==> src/hdl/crc8fr_pkg.sv <==
`default_nettype none

package crc8fr_pkg;

  localparam int unsigned APB_AW = 2;
  localparam int unsigned APB_DW = 32;

  localparam logic [APB_AW-1:0] REG_SYNC_ADDR = 2'd0;

  localparam logic [7:0] SYNC_RESET    = 8'hFF;
  localparam logic [7:0] CRC_PRESET    = 8'hFF;
  localparam logic [7:0] CRC_XOROUT    = 8'hFF;
  localparam logic [7:0] CRC_POLY_REFL = 8'hB2;

  // Update request from the beat sequencer to the running CRC
  typedef struct packed {
    logic       feed;
    logic       restart;
    logic [7:0] data;
  } crc_ctrl_t;

  // One byte through the reflected CRC-8, LSB first
  function automatic logic [7:0] crc8_feed(input logic [7:0] crc, input logic [7:0] data);
    logic [7:0] v;
    v = crc ^ data;
    for (int k = 0; k < 8; k++) begin
      if (v[0]) begin
        v = (v >> 1) ^ CRC_POLY_REFL;
      end else begin
        v = v >> 1;
      end
    end
    return v;
  endfunction

endpackage

`default_nettype wire

==> src/hdl/crc8fr_crc.sv <==
`default_nettype none

module crc8fr_crc (
  input  wire logic                  clk_i,
  input  wire logic                  rst_ni,
  input  wire crc8fr_pkg::crc_ctrl_t ctrl_i,
  output logic [7:0]                 crc_o
);
  import crc8fr_pkg::*;

  logic [7:0] crc_q;
  logic [7:0] crc_d;

  always_comb begin
    crc_d = crc_q;
    if (ctrl_i.restart) begin
      crc_d = CRC_PRESET;
    end else if (ctrl_i.feed) begin
      crc_d = crc8_feed(crc_q, ctrl_i.data);
    end
  end

  always_ff @(posedge clk_i or negedge rst_ni) begin
    if (!rst_ni) begin
      crc_q <= CRC_PRESET;
    end else begin
      crc_q <= crc_d;
    end
  end

  assign crc_o = crc_q;

endmodule

`default_nettype wire

==> src/hdl/crc8_message_framer.sv <==
`default_nettype none

// Channel   | Dir | Handshake                | Payload
// ----------+-----+--------------------------+--------------------------------------------
// s_axis    | in  | s_axis_tvalid/tready     | tdata: payload_byte, topic_id, generation
//           |     |                          | tlast: last_byte
// m_axis    | out | m_axis_tvalid/tready     | tdata: out_byte; tuser: is_crc
//           |     |                          | tlast: last_of_run
// apb       | in  | psel/penable/pwrite      | register 0 at 0x0: sync_byte
//
// One item emits one output beat per cycle: 1 beat for a mid-frame byte, 2 with the CRC,
// 4 for a frame's first byte and 5 for a single-byte message. Items follow back to back at
// one per cycle while each gives one beat; the single output beat per cycle sets the rate.
// The item slot refills in the cycle its last beat moves to the output register.
// Reset (rst_ni low, asynchronous) closes any open frame, presets the CRC to 0xFF and sets
// sync_byte to 0xFF. A stall on m_axis holds the output beat and backs up into the slot.

module crc8_message_framer (
  input  wire logic                          clk_i,
  input  wire logic                          rst_ni,

  input  wire logic                          s_axis_tvalid_i,
  output logic                               s_axis_tready_o,
  // [7:0] payload_byte, [15:8] topic_id, [23:16] generation
  input  wire logic [23:0]                   s_axis_tdata_i,
  input  wire logic                          s_axis_tlast_i,

  output logic                               m_axis_tvalid_o,
  input  wire logic                          m_axis_tready_i,
  // [7:0] out_byte
  output logic [7:0]                         m_axis_tdata_o,
  // [0] is_crc
  output logic                               m_axis_tuser_o,
  output logic                               m_axis_tlast_o,

  input  wire logic                          psel,
  input  wire logic                          penable,
  input  wire logic                          pwrite,
  input  wire logic [crc8fr_pkg::APB_AW-1:0] paddr,
  input  wire logic [crc8fr_pkg::APB_DW-1:0] pwdata,
  output logic [crc8fr_pkg::APB_DW-1:0]      prdata,
  output logic                               pready
);
  import crc8fr_pkg::*;

  // Beat sequence of one item
  localparam logic [2:0] PH_SYNC = 3'd0;
  localparam logic [2:0] PH_ID   = 3'd1;
  localparam logic [2:0] PH_GEN  = 3'd2;
  localparam logic [2:0] PH_DATA = 3'd3;
  localparam logic [2:0] PH_CRC  = 3'd4;

  // Configuration
  logic [7:0] sync_q;
  logic       cfg_wr;

  assign pready = 1'b1;
  assign cfg_wr = psel && penable && pwrite && (paddr == REG_SYNC_ADDR);
  assign prdata = (paddr == REG_SYNC_ADDR) ? {{(APB_DW-8){1'b0}}, sync_q} : '0;

  always_ff @(posedge clk_i or negedge rst_ni) begin
    if (!rst_ni) begin
      sync_q <= SYNC_RESET;
    end else if (cfg_wr) begin
      sync_q <= pwdata[7:0];
    end
  end

  // Item slot: holds one accepted item while its beats go out
  logic       slot_valid_q, slot_valid_d;
  logic [2:0] phase_q, phase_d;
  logic       frame_q, frame_d;
  logic [7:0] data_q, id_q, gen_q;
  logic       last_q;

  // Output register
  logic       m_valid_q;
  logic [7:0] m_byte_q;
  logic       m_crc_q;
  logic       m_last_q;

  logic       s_hs;
  logic       out_load;
  logic       emit;
  logic       slot_final;
  logic [7:0] beat_byte;
  logic [7:0] crc_val;
  crc_ctrl_t  crc_ctrl;

  assign s_hs       = s_axis_tvalid_i && s_axis_tready_o;
  assign out_load   = !m_valid_q || m_axis_tready_i;
  assign emit       = slot_valid_q && out_load;
  assign slot_final = (phase_q == PH_CRC) || ((phase_q == PH_DATA) && !last_q);

  // Take a new item when the slot is empty or its final beat leaves now
  assign s_axis_tready_o = !slot_valid_q || (emit && slot_final);

  always_comb begin
    unique case (phase_q)
      PH_SYNC: beat_byte = sync_q;
      PH_ID:   beat_byte = id_q;
      PH_GEN:  beat_byte = gen_q;
      PH_DATA: beat_byte = data_q;
      PH_CRC:  beat_byte = crc_val ^ CRC_XOROUT;
      default: beat_byte = 8'h00;
    endcase
  end

  always_comb begin
    slot_valid_d = slot_valid_q;
    phase_d      = phase_q;
    frame_d      = frame_q;
    if (s_hs) begin
      // Open a frame with the header beats, else go straight to data
      slot_valid_d = 1'b1;
      phase_d      = frame_q ? PH_DATA : PH_SYNC;
      frame_d      = !s_axis_tlast_i;
    end else if (emit) begin
      if (slot_final) begin
        slot_valid_d = 1'b0;
      end else begin
        phase_d = phase_q + 3'd1;
      end
    end
  end

  always_ff @(posedge clk_i or negedge rst_ni) begin
    if (!rst_ni) begin
      slot_valid_q <= 1'b0;
      phase_q      <= PH_SYNC;
      frame_q      <= 1'b0;
    end else begin
      slot_valid_q <= slot_valid_d;
      phase_q      <= phase_d;
      frame_q      <= frame_d;
    end
  end

  always_ff @(posedge clk_i) begin
    if (s_hs) begin
      data_q <= s_axis_tdata_i[7:0];
      id_q   <= s_axis_tdata_i[15:8];
      gen_q  <= s_axis_tdata_i[23:16];
      last_q <= s_axis_tlast_i;
    end
  end

  // Fold every header and data beat into the CRC; preset again once the CRC beat goes out
  assign crc_ctrl.feed    = emit && (phase_q != PH_CRC);
  assign crc_ctrl.restart = emit && (phase_q == PH_CRC);
  assign crc_ctrl.data    = beat_byte;

  crc8fr_crc u_crc (
    .clk_i  (clk_i),
    .rst_ni (rst_ni),
    .ctrl_i (crc_ctrl),
    .crc_o  (crc_val)
  );

  always_ff @(posedge clk_i or negedge rst_ni) begin
    if (!rst_ni) begin
      m_valid_q <= 1'b0;
    end else if (out_load) begin
      m_valid_q <= emit;
    end
  end

  always_ff @(posedge clk_i) begin
    if (emit) begin
      m_byte_q <= beat_byte;
      m_crc_q  <= (phase_q == PH_CRC);
      m_last_q <= slot_final;
    end
  end

  assign m_axis_tvalid_o = m_valid_q;
  assign m_axis_tdata_o  = m_byte_q;
  assign m_axis_tuser_o  = m_crc_q;
  assign m_axis_tlast_o  = m_last_q;

`ifndef SYNTHESIS
  a_crc_beat_ends_run: assert property (@(posedge clk_i) disable iff (!rst_ni)
    m_axis_tvalid_o && m_axis_tuser_o |-> m_axis_tlast_o)
    else $error("CRC beat without end of run");

  a_crc_phase_needs_last: assert property (@(posedge clk_i) disable iff (!rst_ni)
    slot_valid_q && (phase_q == PH_CRC) |-> last_q)
    else $error("CRC phase on an item that does not close the frame");

  a_last_closes_frame: assert property (@(posedge clk_i) disable iff (!rst_ni)
    s_hs && s_axis_tlast_i |=> !frame_q)
    else $error("frame left open after last byte");

  a_crc_preset_when_idle: assert property (@(posedge clk_i) disable iff (!rst_ni)
    !frame_q && !slot_valid_q |-> (crc_val == CRC_PRESET))
    else $error("CRC not preset between frames");

  a_header_only_opens: assert property (@(posedge clk_i) disable iff (!rst_ni)
    s_hs && frame_q |=> (phase_q == PH_DATA))
    else $error("header beats inside an open frame");
`endif

endmodule

`default_nettype wire
==> config.mk <==
export PLATFORM = sky130hd
export DESIGN_NAME = crc8_message_framer
export DESIGN_NICKNAME = d
export VERILOG_FILES = /design/src/hdl/crc8fr_pkg.sv /design/src/hdl/crc8fr_crc.sv /design/src/hdl/crc8_message_framer.sv
export SDC_FILE = /design/constraint.sdc
export NUM_CORES = 1
export LEC_CHECK = 0
export ABC_CLOCK_PERIOD_IN_PS = 6400
export BUFFER_PORTS_ARGS = -buffer_cell sky130_fd_sc_hd__buf_4
export CAP_MARGIN = 15
export CORE_ASPECT_RATIO = 0.7
export CORE_MARGIN = 4
export CORE_UTILIZATION = 55
export CTS_BUF_LIST = sky130_fd_sc_hd__clkbuf_8
export DETAILED_ROUTE_END_ITERATION = 8
export PLACE_DENSITY = 0.87
export SYNTH_ARGS = -nofsm -noshare
export SYNTH_HDL_FRONTEND = slang
export SYNTH_SLANG_ARGS = --single-unit
==> constraint.sdc <==
create_clock -name clk_i -period 6.4 [get_ports clk_i]
set_input_delay 0.64 -clock clk_i [delete_from_list [all_inputs] [get_ports clk_i]]
set_output_delay 0.64 -clock clk_i [all_outputs]
set_load 0.01 [all_outputs]
==> flow_metrics.env <==
export IMPL_first_global_vias=2341
export IMPL_yosysSeqAreaShare_pct=50.27
export IMPL_p_sw_mw=0.8245
export IMPL_vdd_drop_max_mv=0.3192
export IMPL_synthesis_area_um2=3226
export IMPL_swShare_pct=37.02
export IMPL_clock_latency_ps=350
export IMPL_drv_cap=0
export IMPL_p_per_area_nw_per_um2=578.9
export IMPL_track_usage_pct=20.76
export IMPL_clk_path_buf_depth=2
export IMPL_setup_slack_ps=3108
export IMPL_antenna_found_initial=0
export IMPL_worstHoldPathType="in -> async"
export IMPL_arrival_ps=3570
export IMPL_port_buffers=61
export IMPL_seqPwrFrac_pct=28.2
export IMPL_dp_hpwl_um=5008
export IMPL_p_leak_nw=1.670
export IMPL_p_total_mw=2.227
export IMPL_cts_inserted_buffers=9
export IMPL_wl_um=7022
export IMPL_fp_dieW_um=99.53
export IMPL_post_drt_via_cell_ratio=5.535
export IMPL_crit_fanout=32
export IMPL_netlist_instances=271
export IMPL_io_pins=111
export IMPL_hold_slack_ps=174.9
export IMPL_cts_resized=0
export IMPL_drtIter0Drc=127
export IMPL_tightest_slew_ps=863.7
export IMPL_drtAntennaViolNets=0
export IMPL_grt_remaining_overflow=0
export IMPL_synth_seq_cells=57
export IMPL_status="complete, no violations"
export IMPL_placed_area_um2=3606
export IMPL_synth_top_family_by_area="simple AND/OR/NAND/NOR gates"
export IMPL_endpoint_kind="flip-flop"
export IMPL_place_ws_ps=2788
export IMPL_layout_common_cells="buf_4 (62), edfxtp_1 (35), conb_1 (25), nand2_1 (16), dfstp_2 (16)"
export IMPL_synth_cell_types=62
export IMPL_grt_pass1_wl_um=11330
export IMPL_drive_gt1_share_pct=35.50
export IMPL_yosysWarningCount=0
export IMPL_power_internal_mw=1.403
export IMPL_synth_area_mux_share_pct=3.452
export IMPL_place_congestion=0.8233
export IMPL_synthFlopType="edfxtp_1"
export IMPL_grt_setup_unrepaired="false"
export IMPL_setup_viol=0
export IMPL_core_um2=5698
export IMPL_path_class="reg -> reg"
export IMPL_synth_area_leaders="edfxtp_1 (33%), dfstp_2 (13%), buf_4 (7.0%)"
export IMPL_synth_edf_count=35
export IMPL_drt_pass1_iter_count=4
export IMPL_layout_commonest_cell="buf_4"
export IMPL_slew_viol_final=0
export IMPL_fin_setup_tns_ps=0
export IMPL_stdcell_count=413
export IMPL_start_util_pct=56.61
export IMPL_cts_sinks=57
export IMPL_finalHoldViolCount=0
export IMPL_nets=404
export IMPL_design_area_um2=3847
export IMPL_post_route_min_period_ps=3292
export IMPL_wire_per_inst_um=17.00
export IMPL_synth_top_cell_area_share_pct=32.58
export IMPL_cts_tree="yes"
export IMPL_n_antenna_cell=0
export IMPL_cp_start_kind="flip-flop"
export IMPL_synth_largest_area_cell="edfxtp_1"
export IMPL_finalCritPeriodShare_pct=51.44
export IMPL_synth_avg_cell_area_um2=11.90
export IMPL_synth_compound_area_share_pct=12.57
export IMPL_dieArea_um2=7173
export IMPL_fmax_ghz=0.3037
export IMPL_synthArstFlopShare_pct=38.60
export IMPL_hold_buffers=0
export IMPL_synthAdderAreaFrac_pct=1.939
export IMPL_placedCellCount=395
export IMPL_cts_post_setup_buffers_inserted=0
export IMPL_clockRootBuffer="clkbuf_8"
export IMPL_fin_worst_skew_ps=6.886
export IMPL_clk_pin_slew_ps=70
export IMPL_vias=2286
export IMPL_utilization_pct=67.52
export IMPL_synth_xor_area_share_pct=6.012
export IMPL_rows=23
export IMPL_drc=0
export IMPL_grt_max_degree=39
export IMPL_yosys_area_share_simple_pct=15.79
export IMPL_syn_to_final_growth_pct=19.28
export IMPL_power_frac_clock_pct=14.4
export IMPL_slew_headroom_pct=42.42
export IMPL_die_h_um=72.07
export IMPL_worstPathRequired_ps=6680
export IMPL_htree_num_levels=3
export IMPL_pwr_share_comb_pct=57.4
-- power groups by stage --
stage                     Clock, mW  Combinational, mW  Sequential, mW
after floorplan                   0               1.02           0.625
after global placement            0               1.17           0.643
after detailed placement          0               1.22           0.652
after CTS                     0.327               1.23           0.646
after global routing          0.347               1.39           0.641
final                         0.321               1.28           0.627
-- flip-flops by register name, summed over array words and instances (netlist names), 3 cells and up --
name,flops
data_q,8
gen_q,8
id_q,8
m_axis_tdata_o,8
phase_q,3
sync_q,8
u_crc.crc_o,8
-- cells by family (layout without fill, tap and decap cells) --
group	Yosys count	count (layout)
xor gates and xnor gates	14	14
adders and majority gates	5	5
muxes	10	10
and+or+nand+nor	80	80
AOI/OAI and AO/OA	54	54
buffers and inverters	49	93
DFF	57	57
other	2	25
-- metal layers --
layer / share of wire, % / GRT usage, %
met3: 7.1 / 7.205
met1: 41 / 24.39
met2: 50 / 35.04
met5: 0 / 0
met4: 2.0 / 8.788
-- worst paths after layout --
kind                                      from        endpoint  slack (ps)  depth (start not counted)
worst max-delay path                phase_q[2]  u_crc.crc_o[4]        3110                          9
worst min-delay path                    rst_ni    slot_valid_q         170                          1
worst max register to register      phase_q[2]  u_crc.crc_o[4]        3110                          9
worst min register to register  u_crc.crc_o[1]  u_crc.crc_o[1]         540                          1
max in group asynchronous               rst_ni       sync_q[3]        5930                          1
min in group clk_i              s_axis_tlast_i         frame_q         460                          2
-- area by class of cell --
type,count,area (um^2)
clock buffers,9,123.9
well taps,75,93.84
clock inverters,7,62.56
inverters,13,48.80
fillers,456,1851
flip-flops and latches,57,1622
repair buffers,64,520.5
multi-input cells,188,1376
-- critical path: stages (launching register included) --
cell and delay (ps):
dfrtp_1 490, buf_16 220, inv_2 170, ha_1 430, nand2_1 200, nor4b_1 190
or4_4 610, xor2_1 300, xnor3_1 450, o22a_1 160
-- cell usage after synthesis, drive strengths merged (2+ instances only) --
cell,n
buf,35
edfxtp,35
dfstp,16
nand2,16
and2,13
inv,13
nor2,11
mux2,9
xnor2,9
o22a,8
a21oi,7
a22oi,7
dfrtp,6
nand3b,6
o21ai,6
ha,5
o211ai,5
nor3,4
nor4b,4
a31o,3
and4,3
nand3,3
nand4,3
nor3b,3
or4,3
xnor3,3
a211o,2
a22o,2
a31oi,2
a32o,2
and3,2
and3b,2
conb,2
nand4b,2
nor2b,2
o21a,2
o21bai,2
xor2,2
Power figures use the tool's default switching activity.
